### config.mk
export PLATFORM = sky130hd
export DESIGN_NAME = dmhc_hash
export DESIGN_NICKNAME = d
export VERILOG_FILES = /design/src/rtl/core/dmhc_pkg.sv /design/src/rtl/core/dmhc_hash.sv
export SDC_FILE = /design/constraint.sdc
export NUM_CORES = 1
export LEC_CHECK = 0
export BUFFER_PORTS_ARGS = -buffer_cell sky130_fd_sc_hd__clkbuf_2
export CORE_MARGIN = 5
export CORE_UTILIZATION = 30
export DETAILED_ROUTE_END_ITERATION = 16
export PLACE_DENSITY = 0.62
export SLEW_MARGIN = 25
export SYNTH_ARGS = -nofsm -noshare
export SYNTH_HDL_FRONTEND = slang
export SYNTH_SLANG_ARGS = --single-unit
### constraint.sdc
create_clock -name clk -period 6.2 [get_ports clk]
set_input_delay 0.93 -clock clk [delete_from_list [all_inputs] [get_ports clk]]
set_output_delay 0.93 -clock clk [all_outputs]
set_load 0.05 [all_outputs]
### src/rtl/core/dmhc_pkg.sv
package dmhc_pkg;

  // Cache geometry
  localparam int INDEX_BITS   = 10;
  localparam int NUM_VALUES   = 5;
  localparam int MAX_VALUES   = 5;
  localparam int SLOT_COUNT   = 1 << INDEX_BITS;
  localparam int SLOT_W       = (INDEX_BITS > 0) ? INDEX_BITS : 1;

  // Key and result words
  localparam int KEY_LEN    = 29;
  localparam int KEY_BITS   = KEY_LEN * 8;
  localparam int BYTE_CNT_W = $clog2(KEY_LEN);
  localparam int WORD_W     = 32;
  localparam int VAL_BITS   = NUM_VALUES * WORD_W;
  localparam int OUT_BITS   = MAX_VALUES * WORD_W;

  // FNV-1a 64-bit
  localparam logic [63:0] HASH_BASIS = 64'hcbf2_9ce4_8422_2325;
  localparam logic [63:0] HASH_PRIME = 64'h0000_0100_0000_01b3;

  typedef enum logic [1:0] {
    OP_LOOKUP = 2'd0,
    OP_STORE  = 2'd1,
    OP_CLEAR  = 2'd2
  } op_t;

  typedef enum logic [2:0] {
    ST_CLEAR,
    ST_IDLE,
    ST_HASH,
    ST_FINISH
  } state_t;

  typedef struct packed {
    logic              done;
    logic [SLOT_W-1:0] slot;
  } hash_st_t;

  typedef struct packed {
    logic              en;
    logic              fill;   // 1: store key/values and set valid, 0: clear valid
    logic [SLOT_W-1:0] addr;
  } slot_wr_t;

  typedef struct packed {
    logic                valid;
    logic [KEY_BITS-1:0] key;
    logic [VAL_BITS-1:0] vals;
  } slot_rd_t;

endpackage

### src/rtl/core/dmhc_hash.sv
module dmhc_hash (
  input  logic                          clk,
  input  logic                          rst,
  input  logic                          start,
  input  logic [dmhc_pkg::KEY_BITS-1:0] key_in,
  output dmhc_pkg::hash_st_t            st,
  output logic [dmhc_pkg::KEY_BITS-1:0] key
);
  import dmhc_pkg::*;

  // only the low slot bits of the 64-bit hash reach the index, and those
  // depend only on the low bits of the running value
  localparam logic [SLOT_W-1:0] PRIME_LO = HASH_PRIME[SLOT_W-1:0];
  localparam logic [SLOT_W-1:0] BASIS_LO = HASH_BASIS[SLOT_W-1:0];

  logic [KEY_BITS-1:0]   key_sr;
  logic [SLOT_W-1:0]     h;
  logic [SLOT_W-1:0]     mix;
  logic [SLOT_W-1:0]     h_next;
  logic [BYTE_CNT_W-1:0] cnt;
  logic                  busy;
  logic                  done;

  assign mix    = h ^ SLOT_W'(key_sr[7:0]);
  assign h_next = SLOT_W'(mix * PRIME_LO);

  // byte ring: after KEY_LEN rotations the key is back in place
  always_ff @(posedge clk) begin
    if (rst) begin
      busy <= 1'b0;
      done <= 1'b0;
    end else begin
      if (start) begin
        busy <= 1'b1;
        done <= 1'b0;
      end else if (busy && cnt == BYTE_CNT_W'(KEY_LEN - 1)) begin
        busy <= 1'b0;
        done <= 1'b1;
      end else begin
        done <= 1'b0;
      end
    end
  end

  always_ff @(posedge clk) begin
    if (start) begin
      key_sr <= key_in;
      h      <= BASIS_LO;
      cnt    <= '0;
    end else if (busy) begin
      key_sr <= {key_sr[7:0], key_sr[KEY_BITS-1:8]};
      h      <= h_next;
      cnt    <= cnt + 1'b1;
    end
  end

  assign st.done = done;
  assign st.slot = (INDEX_BITS == 0) ? '0 : h;
  assign key     = key_sr;

endmodule

==> metrics.md <==
| Metric | Value |
|---|---|
| Status | `finished, final reports clean` |
| Clock sinks | `249` |
| Nets | `1391` |
| N_diodes | `0` |
| Post-route ant nets | `0` |
| First-pass GRT wire length | `48.5 mm` |
| Core Rows | `70` |
| Worst slew pin tran | `964 ps` |
| CP Data Arrival Time | `3970 ps` |
| Final wirelength | `32.9 mm` |
| PwrDens | `420 nW/um^2` |
| Initial antenna violation count | `1` |
| Setup Skew | `7.02 ps` |
| Peak supply drop | `0.299 mV` |
| Slew margin rel. | `35.7%` |
| GRT Residual Overflow | `0` |
| CTS Hold Buffers Added | `0` |
| Top-level I/O count | `478` |
| Share of cells above drive strength 1 | `65.9%` |
| Ys Warns | `0` |
| Clk buf depth | `3` |
| Final min period | `3550 ps` |
| Mean routed wirelength per cell | `20.4 um` |
| Pins over their slew limit | `0` |
| Maximum clock rate | `0.281 GHz` |
| Hold WC Path Type | `reg2reg` |
| Fillers | `3455` |
| Post-Place Cells | `1557` |
| Post-detail-place hpwl | `24.7 mm` |
| Initial core utilization | `30.5%` |
| Cells after Synth | `639` |
| Die Width | `203 um` |
| DR top layer | `met5` |
| R2r worst-path depth | `13` |
| Post-CTS Setup Repair Bufs | `0` |
| Final hold violation count | `0` |
| Final period util | `57.3%` |
| Setup TNS | `0 ps` |
| WL met3 | `2.85 mm` |
| M1 WL | `13.1 mm` |
| Crit-path max FO | `5` |
| Pin count of the biggest net entering global routing | `139` |
| Total die area | `41200 um^2` |
| Tot GR Track Use | `15.1%` |
| DR DRC count | `0` |
| Leak Pwr | `0.00642 uW` |
| Routed vias | `7341` |
| CTS tree | `built` |
| Unique masters post-synth | `29` |
| IO buf count | `477` |
| Critical path class | `reg2reg` |
| GP Congestion | `0.878` |
| Synthesized cell area | `11200 um^2` |
| Area occupied by multi-input gates | `3650 um^2` |
| Met2 Wirelength | `16.2 mm` |
| RSZ-0062 raised after global routing | `false` |
| H-tree Lvls | `1` |
| Worst hold stages | `2` |
| Max Cap Violations | `0` |
| Final hold slack | `516 ps` |
| Syn_nets | `910` |
| Final Power | `6280 uW` |
| Num CTS Buffers | `29` |
| Vias per inst | `4.56` |
| Sequential cell area | `7310 um^2` |
| Crit path launch type | `flop` |
| Avg Cell Area, Syn | `17.5 um^2` |
| CP required | `6620 ps` |
| Final setup fails | `0` |
| Die Span Y | `203 um` |
| #FFs+latches synth | `249` |
| Initial DRC Count | `401` |
| Crit end category | `flop` |
| Core Box Area | `36700 um^2` |
| Vias in the first global route | `7879` |
| Clock-pin slew on the worst setup and hold paths | `60 ps` |
| Sequential-to-total area share from yosys stat | `65.4%` |
| P&R area growth vs syn | `34.0%` |
| Clock latency on the worst-skew pair | `530 ps` |
| Clock Root Buffer | `clkbuf_16` |
| Post-cts repair resize count | `0` |
| Non-Filler Instances | `1610` |
| Pre-antenna DRT Iters | `4` |
[placed cells by master, fill, tap and decap left out]
master	n
clkbuf_2	476
mux2_2	232
edfxtp_1	232
clkbuf_16	29
ha_1	27
inv_1	21
dfxtp_1	17
xor2_1	15
nor2_1	12
xnor2_1	10
fa_1	9
clkbuf_1	9
clkinv_1	6
a21oi_1	5
mux2i_1	5
nor2b_1	3
a211o_1	3
nand4_1	3
clkinv_2	3
clkbuf_8	3
buf_12	3
a21o_1	2
a211oi_1	2
o21bai_1	2
or2_4	1
or2_1	1
and3_1	1
nand2_1	1
nor4b_1	1
o21ai_1	1
a21oi_2	1
xnor3_1	1
bufinv_16	1
inv_6	1
clkinvlp_4	1
buf_8	1
buf_4	1
[critical path, stage by stage, from the launching register on]
cell      delay, ps
edfxtp_1        470
xor2_1          300
ha_1            270
fa_1            430
ha_1            280
inv_1            40
fa_1            470
inv_1            40
ha_1            320
a21o_1          190
a21oi_1         180
xor2_1          160
a21oi_1          70
or2_1           200
[stage by stage]
step                instance area [um^2]  utilization, %  setup WS, ps
finish                             15000            40.8          2650
global route                       15000            40.8          2370
CTS                                15000            40.8          2640
detailed placement                 14100            38.4          2660
global placement                   14100            38.4          2720
floorplan                          11200               -          1200
[power by group]
part	switching, uW	total [uW]	internal [uW]
Clock	665	1600	935
Sequential	128	2200	2080
Combinational	1520	2480	955
[Yosys cell counts (all sizes together)]
master | instances | share of area, %
a211o | 3 | 0.24
a211oi | 2 | 0.13
a21o | 2 | 0.13
a21oi | 6 | 0.30
and3 | 1 | 0.056
buf | 20 | 0.91
clkbuf | 11 | 0.37
dfxtp | 17 | 3.0
edfxtp | 232 | 62
fa | 9 | 1.6
ha | 27 | 3.0
inv | 21 | 0.71
mux2 | 232 | 23
mux2i | 5 | 0.45
nand2 | 1 | 0.034
nand4 | 3 | 0.17
nor2 | 12 | 0.40
nor2b | 3 | 0.17
nor4b | 1 | 0.078
o21ai | 1 | 0.045
o21bai | 2 | 0.13
or2 | 2 | 0.11
xnor2 | 10 | 0.78
xnor3 | 1 | 0.20
xor2 | 15 | 1.2
[worst paths after layout]
kind | from | endpoint | slack, ps
hold / removal | cnt[4]$_SDFFE_PP0P_ | cnt[4]$_SDFFE_PP0P_ | 520
setup / recovery | key[0]$_DFFE_PP_ | h[8]$_SDFFE_PP1P_ | 2650
hold reg to reg | cnt[4]$_SDFFE_PP0P_ | cnt[4]$_SDFFE_PP0P_ | 520
setup reg to reg | key[0]$_DFFE_PP_ | h[8]$_SDFFE_PP1P_ | 2650
[layout make-up]
class	count	share of cell area [%]
Tap cell	468	3.91
Multi-Input combinational cell	338	24.4
Inverter	21	0.527
Timing Repair Buffer	481	16.5
Sequential cell	249	48.8
Clock buffer	41	5.35
Clock inverter	12	0.560
[cells by family (layout without fill, tap and decap cells)]
kind of cell / Yosys count / after routing / share of synthesized area [%]
simple gates: 23 / 23 / 1.02
mux: 237 / 237 / 23.8
flops: 249 / 249 / 65.4
compound gates: 16 / 16 / 0.985
fa+ha+maj: 36 / 36 / 4.64
xor+xnor: 26 / 26 / 2.16
buf+inv: 52 / 555 / 1.98
[per-layer routing]
layer	up-vias	global-route usage, %
li1	3402	-
met1	3562	18.4
met2	332	25.9
met3	43	4.63
met4	2	4.22
met5	-	0
[sequential cells by signal, summed over array words and instances, names as in the netlist]
signal	cells
busy	1
cnt	5
done	1
h	10
key	232
Note: power is estimated with default switching activity, not from simulation.
